[src/hw/rtl/tblpm_pkg.sv]
// Shared types, register indexes and reset constants for the two-button mode controller.
package tblpm_pkg;

	localparam int TIME_BITS_DEF = 32;
	localparam int NOW_W = 32;
	localparam int CFG_W = 16;
	localparam int CFG_IDX_W = 2;

	typedef enum logic [1:0] {
		MODE_STANDARD = 2'd0,
		MODE_ECO      = 2'd1,
		MODE_MAINT    = 2'd2,
		MODE_CONFIG   = 2'd3
	} mode_t;

	typedef enum logic [CFG_IDX_W-1:0] {
		REG_DEBOUNCE   = 2'd0,
		REG_LONG_PRESS = 2'd1,
		REG_START_MODE = 2'd2,
		REG_UNUSED     = 2'd3
	} reg_idx_t;

	localparam logic [CFG_W-1:0] DEBOUNCE_RST = 16'd50;
	localparam logic [CFG_W-1:0] LONG_PRESS_RST = 16'd5000;
	localparam mode_t START_MODE_RST = MODE_STANDARD;

	typedef struct packed {
		logic  green_pressed;
		logic  red_pressed;
		mode_t op_mode;
		mode_t saved_mode;
	} flags_t;

	typedef struct packed {
		mode_t mode_out;
		logic  accepted;
		logic  mode_changed;
	} result_t;

endpackage

[src/hw/rtl/tblpm_core.sv]
// Combinational event evaluation: debounce, mode gating and next-state computation.
module tblpm_core #(
	parameter int TIME_BITS = tblpm_pkg::TIME_BITS_DEF
) (
	input  logic                         is_red,
	input  logic [TIME_BITS-1:0]         now,
	input  logic [tblpm_pkg::CFG_W-1:0]  debounce_ms,
	input  logic [tblpm_pkg::CFG_W-1:0]  long_press_ms,
	input  logic [TIME_BITS-1:0]         green_last,
	input  logic [TIME_BITS-1:0]         red_last,
	input  tblpm_pkg::flags_t            flags,
	output tblpm_pkg::flags_t            flags_next,
	output logic                         ok,
	output tblpm_pkg::result_t           result
);

	logic [TIME_BITS-1:0] held;
	logic                 pass;
	logic                 long_enough;
	tblpm_pkg::mode_t     new_mode;

	assign held = now - (is_red ? red_last : green_last);
	assign pass = held > TIME_BITS'(debounce_ms);
	assign long_enough = held >= TIME_BITS'(long_press_ms);

	always_comb begin
		flags_next = flags;
		new_mode = flags.op_mode;
		ok = 1'b0;
		if (!is_red) begin
			if (pass && (flags.op_mode inside {tblpm_pkg::MODE_STANDARD, tblpm_pkg::MODE_ECO})) begin
				ok = 1'b1;
				if (flags.green_pressed && long_enough) begin
					new_mode = (flags.op_mode == tblpm_pkg::MODE_STANDARD) ?
						tblpm_pkg::MODE_ECO : tblpm_pkg::MODE_STANDARD;
				end
				flags_next.green_pressed = !flags.green_pressed;
				flags_next.red_pressed = 1'b0;
			end
		end else begin
			if (pass && flags.op_mode != tblpm_pkg::MODE_CONFIG) begin
				ok = 1'b1;
				if (!flags.red_pressed) begin
					if (flags.op_mode != tblpm_pkg::MODE_MAINT) begin
						flags_next.saved_mode = flags.op_mode;
					end
				end else if (long_enough) begin
					new_mode = (flags.op_mode == tblpm_pkg::MODE_MAINT) ?
						flags.saved_mode : tblpm_pkg::MODE_MAINT;
				end
				flags_next.red_pressed = !flags.red_pressed;
				flags_next.green_pressed = 1'b0;
			end
		end
		flags_next.op_mode = new_mode;
		result.mode_out = new_mode;
		result.accepted = ok;
		result.mode_changed = new_mode != flags.op_mode;
	end

endmodule

[src/hw/rtl/two_button_long_press_mode_control.sv]
// Top level of the two-button long-press mode controller.
// An accepted input beat's result is in the output register in the cycle after the beat.
// Throughput: one event per cycle; input ready is high while the output register is empty
// or its result beat is taken in the same cycle, so only a held-off result stalls the input.
// The per-button state and the mode are updated by one combinational pass at the input beat.
// Reset (asynchronous, active low) restores the config registers to their defaults, clears both
// last-edge times and pressed flags, and starts in standard mode with no pending result.
module two_button_long_press_mode_control #(
	parameter int TIME_BITS = tblpm_pkg::TIME_BITS_DEF
) (
	input  logic                             clk,
	input  logic                             arst_n,
	input  logic                             cfg_we,
	input  logic [tblpm_pkg::CFG_IDX_W-1:0]  cfg_index,
	input  logic [tblpm_pkg::CFG_W-1:0]      cfg_data,
	input  logic                             in_valid,
	output logic                             in_ready,
	input  logic                             mode,
	input  logic [tblpm_pkg::NOW_W-1:0]      now_ms,
	output logic                             out_valid,
	input  logic                             out_ready,
	output logic [1:0]                       mode_out,
	output logic                             accepted,
	output logic                             mode_changed
);

	logic [tblpm_pkg::CFG_W-1:0] debounce_q;
	logic [tblpm_pkg::CFG_W-1:0] long_press_q;
	logic [TIME_BITS-1:0]        green_last_q;
	logic [TIME_BITS-1:0]        red_last_q;
	logic [TIME_BITS-1:0]        now;
	tblpm_pkg::flags_t           flags_q;
	tblpm_pkg::flags_t           flags_next;
	tblpm_pkg::result_t          result;
	tblpm_pkg::result_t          result_q;
	logic                        ok;
	logic                        in_beat;
	logic                        out_valid_q;

	assign now = TIME_BITS'({{TIME_BITS{1'b0}}, now_ms});
	assign in_ready = !out_valid_q || out_ready;
	assign in_beat = in_valid && in_ready;

	tblpm_core #(
		.TIME_BITS(TIME_BITS)
	) u_core (
		.is_red       (mode),
		.now          (now),
		.debounce_ms  (debounce_q),
		.long_press_ms(long_press_q),
		.green_last   (green_last_q),
		.red_last     (red_last_q),
		.flags        (flags_q),
		.flags_next   (flags_next),
		.ok           (ok),
		.result       (result)
	);

	always_ff @(posedge clk or negedge arst_n) begin
		if (!arst_n) begin
			debounce_q <= tblpm_pkg::DEBOUNCE_RST;
			long_press_q <= tblpm_pkg::LONG_PRESS_RST;
			green_last_q <= '0;
			red_last_q <= '0;
			flags_q.green_pressed <= 1'b0;
			flags_q.red_pressed <= 1'b0;
			flags_q.op_mode <= tblpm_pkg::START_MODE_RST;
			flags_q.saved_mode <= tblpm_pkg::MODE_STANDARD;
			out_valid_q <= 1'b0;
		end else begin
			if (in_beat) begin
				flags_q <= flags_next;
				if (ok && !mode) begin
					green_last_q <= now;
				end
				if (ok && mode) begin
					red_last_q <= now;
				end
				out_valid_q <= 1'b1;
			end else if (out_ready) begin
				out_valid_q <= 1'b0;
			end
			if (cfg_we) begin
				case (tblpm_pkg::reg_idx_t'(cfg_index))
					tblpm_pkg::REG_DEBOUNCE: begin
						debounce_q <= cfg_data;
					end
					tblpm_pkg::REG_LONG_PRESS: begin
						long_press_q <= cfg_data;
					end
					tblpm_pkg::REG_START_MODE: begin
						flags_q.op_mode <= tblpm_pkg::mode_t'(cfg_data[1:0]);
					end
					default: begin
					end
				endcase
			end
		end
	end

	always_ff @(posedge clk) begin
		if (in_beat) begin
			result_q <= result;
		end
	end

	assign out_valid = out_valid_q;
	assign mode_out = result_q.mode_out;
	assign accepted = result_q.accepted;
	assign mode_changed = result_q.mode_changed;

endmodule
[config.mk]
export PLATFORM = sky130hd
export DESIGN_NAME = two_button_long_press_mode_control
export DESIGN_NICKNAME = d
export VERILOG_FILES = /design/src/hw/rtl/tblpm_pkg.sv /design/src/hw/rtl/tblpm_core.sv /design/src/hw/rtl/two_button_long_press_mode_control.sv
export SDC_FILE = /design/constraint.sdc
export NUM_CORES = 1
export LEC_CHECK = 0
export BUFFER_PORTS_ARGS = -buffer_cell sky130_fd_sc_hd__buf_2
export CORE_ASPECT_RATIO = 1.4
export CORE_MARGIN = 1.5
export CORE_UTILIZATION = 45
export DETAILED_ROUTE_END_ITERATION = 8
export GPL_ROUTABILITY_DRIVEN = 0
export GPL_TIMING_DRIVEN = 0
export SYNTH_ARGS = -nofsm -noshare
export SYNTH_HDL_FRONTEND = slang
export SYNTH_SLANG_ARGS = --single-unit
[constraint.sdc]
create_clock -name clk -period 4.9 [get_ports clk]
set_input_delay 0.245 -clock clk [delete_from_list [all_inputs] [get_ports clk]]
set_output_delay 0.245 -clock clk [all_outputs]
set_load 0.05 [all_outputs]
==> reports/metrics.csv, run 1 <==
stage;metric;value;unit
detailed_routing;metal2 WL;9023;um
sta;Fin Setup TNS;0;ns
global_routing;GRT Util Overall;0.2076;
logic_synthesis;synth unique cells;70;
detailed_routing;Met1 Wirelength;7248;um
clock_network;CTS root buf;clkbuf_16;
logic_synthesis;Synth Warn #;0;
global_routing;GRT overflow;0;
clock_network;Max Root-Sink Buffers;2;
sta;final setup fails;0;
finish;nets;935;
floorplanning;die area;17690;sq um
floorplanning;row count;56;
detailed_routing;met3 WL post-DR;398;um
setup_path;cell chain of the critical path;mux2_2 -> ha_1 -> fa_1 -> nand2b_4 -> a21oi_4 -> nor2_1 -> o21ai_2 -> a211oi_1 -> xnor2_1 -> ha_1 -> a21o_1 -> a21oi_1 -> o21ai_0 -> a21o_1 -> o41a_1 -> nor2b_2 -> nand4_4 -> nand3_4 -> buf_12 -> mux2_4;
run;Max Cap Viol;0;
setup_path;critical-path cell with the highest stage delay;fa_1;
detailed_routing;antenna viol nets, final;0;
logic_synthesis;Post-Synthesis Cells;735;
setup_path;CP Launch Type;flop;
sta;RSZ-0062 raised after global routing;false;
global_routing;vias in the first global route;6061;
logic_synthesis;Post-synth EDFFs;4;
setup_path;crit-path max FO;10;
clock_network;CTS H-tree depth;3;
finish;fin area;8593;sq um
clock_network;clock sinks;107;
logic_synthesis;syn avg cell area;10.34;sq um
detailed_routing;DR DRC count;0;
detailed_routing;Pre-Repair DR Iteration Count;4;
placed_design;placed cell areas;8188;sq um
global_routing;initial antenna violation count;0;
finish;multi-input logic area;4544;sq um
detailed_routing;vias per cell;5.632;
finish;layout cells sized above 1;0.2152;
setup_path;Buf+Inv Stages, Crit Path;1;
sta;fmax;212.7;MHz
floorplanning;Die Y;156.8;um
min_path;worst min path class;primary input to flop;
setup_path;crit path DAT;4.94;ns
detailed_routing;Top Metal Used;met4;
power;LEAKAGE;4.049;nW
power;Max IR drop VDD;0.2247;mV
setup_path;CP max stage delay;0.41;ns
floorplanning;Starting Density;0.4557;
floorplanning;Core Region;16680;sq um
sta;Setup Skew;0.009092;ns
global_routing;largest net degree at the start of global routing;72;
outcome;outcome;finished clean;
detailed_routing;via total after detailed routing;5750;
placed_design;post-DP HPWL;13750;um
sta;slew at the pin closest to its max-slew limit;0.8038;ns
floorplanning;Die X;112.8;um
power;cell internal pwr;2.780;mW
setup_path;Worst EP required;5.14;ns
finish;fillers;1556;
setup_path;critical path class;flop to flop;
finish;Core Util, Final;0.5153;
power;Switching Fraction;0.4140;
setup_path;reg2reg start;red_last_q[0];
detailed_routing;initial drt markers;258;
sta;fin crit period;4.702;ns
setup_path;CP startpoint;red_last_q[0];
logic_synthesis;Yosys reg bits;107;
logic_synthesis;share of the synthesized area in the top cell type;0.3129;
logic_synthesis;register area share after synthesis;0.3563;
setup_path;CP delay by family, top;compound AO/OA/AOI/OAI gates;
setup_path;Setup crit end kind;flop;
finish;Reg area;2708;sq um
detailed_routing;WL per Instance;16.95;um
sta;fin crit share;0.9595;
min_path;Worst Hold Launch;cfg_data[12];
logic_synthesis;top_reg_cell synth;dfrtp_1;
detailed_routing;total wire length;17300;um
power;Comb power frac;0.563;
power;Clock power frac;0.162;
clock_network;CTS tree;yes;
finish;antenna cells;0;
power;Seq pwr share;0.275;
clock_network;clock latency on the worst-skew pair;0.36;ns
logic_synthesis;synth top area cells;dfrtp_1 31%, ha_1 11%, mux2_4 5.9%;
sta;final hold violation count;0;
floorplanning;IO Pins;62;
logic_synthesis;mapped cell area;7599;sq um
logic_synthesis;async set-reset flop share out of synthesis;0.9626;
power;net switching power;1.964;mW
clock_network;total CTS buffers;9;
logic_synthesis;Net Count, Synth;857;
power;Cell Pwr Density;552.1;nW/um^2
finish;P&R area growth vs syn;13.09;%
placed_design;Port Buf Inserts;61;
sta;Max Slew Vio Count;0;
clock_network;clock slew at reported path FFs;0.07;ns
global_routing;global-route wire length before repair;29150;um
sta;Max-slew headroom;0.4628;
logic_synthesis;largest area contributor in the netlist;dfrtp_1;
-- kinds of logic after synthesis --
| logic type | after synthesis | share of synthesized area |
|---|---|---|
| simple gates | 168 | 0.1209 |
| fa+ha+maj | 66 | 0.1097 |
| xor+xnor | 23 | 0.02651 |
| mux | 116 | 0.1813 |
| flops | 107 | 0.3563 |
| buf+inv | 75 | 0.05039 |
| compound gates | 180 | 0.1550 |
-- layer usage --
| layer | GRT usage | vias to the layer above |
|---|---|---|
| met3 | 0.02324 | 33 |
| met2 | 0.3763 | 87 |
| met5 | 0 | - |
| li1 | - | 2849 |
| met4 | 0.1079 | 0 |
| met1 | 0.2401 | 2781 |
-- tightest hold or removal path, stage by stage --
cell,delay [ns]
buf_2,0.08
nand2_1,0.04
o21ai_0,0.05
-- metrics by stage --
step                      instances  hold WS (ns)  worst slack (ns)  power [mW]
after global placement          999        0.4528            -1.023       3.827
after floorplan                 735      -0.05059            0.4010       3.292
after detailed placement       1000        0.2252            -1.088       3.931
after CTS                      1018       0.08759          0.001613       4.738
after global routing           1021        0.1179           0.02541       5.153
final                          1021       0.09800            0.1983       4.744
-- power by group through the flow --
stage	Combinational (mW)	Clock, mW	Sequential [mW]
floorplan	1.99	0	1.30
global placement	2.52	0	1.30
CTS	2.64	0.795	1.31
finish	2.67	0.771	1.30
global route	2.99	0.822	1.34
detailed placement	2.61	0	1.32
-- final timing paths --
kind / end / slack, ns / cells after the start
worst max-delay path: red_last_q[25] / 0.20 / 20
worst min-delay path: debounce_q[12] / 0.1 / 3
worst max register to register: red_last_q[25] / 0.20 / 20
worst min register to register: flags_q[5] / 0.46 / 1
max in group asynchronous: green_last_q[27] / 3.82 / 3
min in group asynchronous: debounce_q[13] / 0.38 / 2
-- placed cells by master, fill, tap and decap left out, types with 33 or more instances in the layout --
master   synthesis  layout
nor2_1          37      37
buf_2            6      66
a21oi_1         43      42
dfrtp_1         95      95
mux2i_1         33      33
mux2_1          34      34
inv_1           42      42
nand2_1         39      39
o21ai_0         46      45
ha_1            65      65
-- sequential cells by signal, summed over array words and instances, names as in the netlist --
name          cells
accepted          1
green_last_q     32
out_valid         1
long_press_q     16
mode_changed      1
red_last_q       32
mode_out          2
debounce_q       16
flags_q           6
-- timing repair --
action | CTS | global route
hold buffers | 1 | 0
pin swaps | 1 | 5
gates resized for setup | 5 | 14
setup buffers | 2 | 3
hold endpoints to repair | 24 | 0
setup endpoints to repair | 74 | 69
-- cell type report --
class / instances / area share
clock buffers: 11 / 0.02941
plain buffers: 32 / 0.02723
well taps: 203 / 0.02956
clock inverters: 5 / 0.006989
inverters: 42 / 0.01835
flip-flops and latches: 107 / 0.3151
repair buffers: 68 / 0.04455
multi-input cells: 553 / 0.5288
-- synthesized netlist by cell type (all sizes together), types with 12 or more instances --
| library cell | count |
|---|---|
| clkbuf | 18 |
| dfrtp | 95 |
| ha | 65 |
| nand2b | 12 |
| nand4 | 15 |
| a21o | 23 |
| a21oi | 43 |
| mux2i | 33 |
| nor2 | 37 |
| nand3 | 15 |
| inv | 42 |
| xnor2 | 14 |
| buf | 15 |
| mux2 | 83 |
| o21ai | 50 |
| nand2 | 39 |
(Power assumes the default switching activity.)
==> inputs of run 2 (changes only) <==
CTS_BUF_LIST = sky130_fd_sc_hd__clkbuf_4   (was not set)
==> run 2 against run 1 <==
  * Worst setup slack lost 0.039 ns
  * Non-clock buffer count grew 48
  * Clock power shrank 40%
  * Hold slack lost 0.060 ns
  * Utilization grew 1.8 points
  * Combinational power is essentially flat
  * Global-route usage grew 0.31 points
  * Clock skew grew 0.023 ns
  * Design area grew 3.5%
  * Critical endpoint unchanged
==> reports/metrics.csv, run 2 (synthesis results as in run 1) <==
stage;metric;value;unit;change
sta;final hold violation count;0;;unchanged
min_path;worst min path class;primary input to flop;;
placed_design;Port Buf Inserts;61;;unchanged
finish;biggest regs;green_last_q (32), red_last_q (32);;
power;Max IR drop VDD;0.2046;mV;-9.0%
global_routing;vias in the first global route;6236;;+2.9%
floorplanning;row count;56;;unchanged
sta;Max-slew headroom;0.4601;;-0.002666
run;Max Cap Viol;0;;unchanged
power;LEAKAGE;4.162;nW;+2.8%
sta;fmax;210.9;MHz;-0.82%
detailed_routing;vias per cell;5.521;;-2.0%
placed_design;post-DP HPWL;13750;um;unchanged
sta;slew at the pin closest to its max-slew limit;0.8098;ns;+0.006027 ns
finish;multi-input logic area;4537;sq um;-0.17%
floorplanning;Starting Density;0.4557;;unchanged
global_routing;GRT overflow;0;;unchanged
finish;layout cells sized above 1;0.1986;;-0.01654
outcome;outcome;finished clean;;
finish;P&R area growth vs syn;16.99;%;
floorplanning;IO Pins;62;;unchanged
detailed_routing;total wire length;17600;um;+1.7%
sta;fin crit share;0.9675;;+0.007962
clock_network;CTS root buf;clkbuf_4;;
sta;Fin Setup TNS;0;ns;unchanged
global_routing;GRT Util Overall;0.2107;;+0.003063
detailed_routing;DR DRC count;0;;unchanged
detailed_routing;Pre-Repair DR Iteration Count;4;;unchanged
detailed_routing;WL per Instance;16.43;um;-3.1%
finish;nets;983;;+5.1%
finish;fin area;8890;sq um;+3.5%
floorplanning;die area;17690;sq um;unchanged
setup_path;Worst EP required;5.28;ns;+0.14 ns
sta;final setup fails;0;;unchanged
setup_path;Setup crit end kind;flop;;
finish;Reg area;2708;sq um;unchanged
placed_design;placed cell areas;8188;sq um;unchanged
detailed_routing;initial drt markers;249;;-3.5%
setup_path;critical path class;flop to flop;;
floorplanning;Die Y;156.8;um;unchanged
sta;Setup Skew;0.03173;ns;+0.02264 ns
setup_path;crit path DAT;5.12;ns;+0.18 ns
floorplanning;Die X;112.8;um;unchanged
detailed_routing;antenna viol nets, final;0;;unchanged
clock_network;clock sinks;107;;unchanged
clock_network;CTS H-tree depth;3;;unchanged
finish;most frequent cells in the layout;95 x dfrtp_1, 66 x buf_2, 65 x ha_1, 49 x dlygate4sd3_1, 45 x o21ai_0;;
clock_network;Max Root-Sink Buffers;2;;unchanged
sta;RSZ-0062 raised after global routing;false;;
clock_network;CTS tree;yes;;
global_routing;largest net degree at the start of global routing;72;;unchanged
power;Cell Pwr Density;501.7;nW/um^2;-9.1%
sta;Max Slew Vio Count;0;;unchanged
finish;most common cell after layout, fill and taps aside;dfrtp_1;;
setup_path;CP Launch Type;flop;;
clock_network;clock slew at reported path FFs;0.18;ns;+0.11 ns
floorplanning;Core Region;16680;sq um;unchanged
clock_network;total CTS buffers;9;;unchanged
finish;Core Util, Final;0.5331;;+0.01778
clock_network;clock latency on the worst-skew pair;0.50;ns;+0.14 ns
sta;fin crit period;4.741;ns;+0.03901 ns
setup_path;crit-path max FO;10;;unchanged
global_routing;global-route wire length before repair;29730;um;+2.0%
global_routing;initial antenna violation count;1;;+1
finish;fillers;1542;;-0.90%
detailed_routing;via total after detailed routing;5913;;+2.8%
[run 2: changes by cell type in the layout (fill, tap and decap cells not counted)]
cell,previous run,this run
dlygate4sd3_1,1,49
clkbuf_16,9,0
clkbuf_4,2,10
clkbuf_8,2,0
clkinv_1,0,2
diode_2,0,2
buf_1,0,1
nand2b_1,11,12
nand2b_4,1,0
[run 2: final cells by class]
type | instances | area share
diodes | 2 | 0.0005630
plain buffers | 32 | 0.02590
clock buffers | 9 | 0.007600
clock inverters | 7 | 0.007600
inverters | 42 | 0.01773
multi-input cells | 553 | 0.5103
flip-flops and latches | 107 | 0.3046
well taps | 203 | 0.02857
repair buffers | 116 | 0.09711
[run 2: path summary, 6_finish.rpt]
kind | start | end | slack (ns) | cells past startpoint
max in group asynchronous | arst_n | red_last_q[27] | 3.96 | 3
hold / removal | cfg_data[0] | flags_q[2] | 0.04 | 3
setup / recovery | red_last_q[0] | red_last_q[25] | 0.16 | 20
min in group asynchronous | arst_n | long_press_q[6] | 0.21 | 2
hold reg to reg | flags_q[5] | flags_q[5] | 0.47 | 1
setup reg to reg | red_last_q[0] | red_last_q[25] | 0.16 | 20
[run 2: per-layer routing]
metal / vias up / GRT usage / share of wire / wire length, um
met5: - / 0 / 0 / 0
met4: 0 / 0.09102 / 0.030 / 534
met3: 32 / 0.03331 / 0.024 / 415
met2: 84 / 0.3868 / 0.53 / 9250
met1: 2854 / 0.2409 / 0.42 / 7395
li1: 2943 / - / - / -
[run 2: what timing repair did]
item	in CTS	in global routing
endpoints found under the hold margin	127	0
gates resized for setup	7	6
hold buffers	49	0
pin swaps	3	4
endpoints found under the setup margin	74	69
buffers inserted	3	2
[run 2: metrics by stage]
step	worst slack (ns)	cells	total power, mW	hold WS (ns)
floorplan	0.4010	735	3.292	-0.05059
global placement	-1.023	999	3.827	0.4528
detailed placement	-1.088	1000	3.931	0.2252
CTS	0.02667	1067	4.458	0.007891
global route	0.0004934	1071	4.867	0.02839
finish	0.1593	1071	4.460	0.03845
[run 2: power by group]
group	switching (mW)	internal [mW]
logic	1.49	1.21
registers	0.136	1.16
clock network	0.312	0.154
[run 2: critical path, stage by stage (launching register included)]
cell	delay (ns)
dfrtp_1	0.42
mux2_2	0.27
ha_1	0.21
fa_1	0.41
nand2b_1	0.22
a21oi_4	0.22
nor2_1	0.11
o21ai_2	0.17
a211oi_1	0.11
xnor2_1	0.25
ha_1	0.30
a21o_1	0.16
a21oi_1	0.16
o21ai_0	0.15
a21o_1	0.18
o41a_1	0.17
nor2b_2	0.19
nand4_4	0.19
nand3_4	0.23
buf_12	0.18
mux2_4	0.31
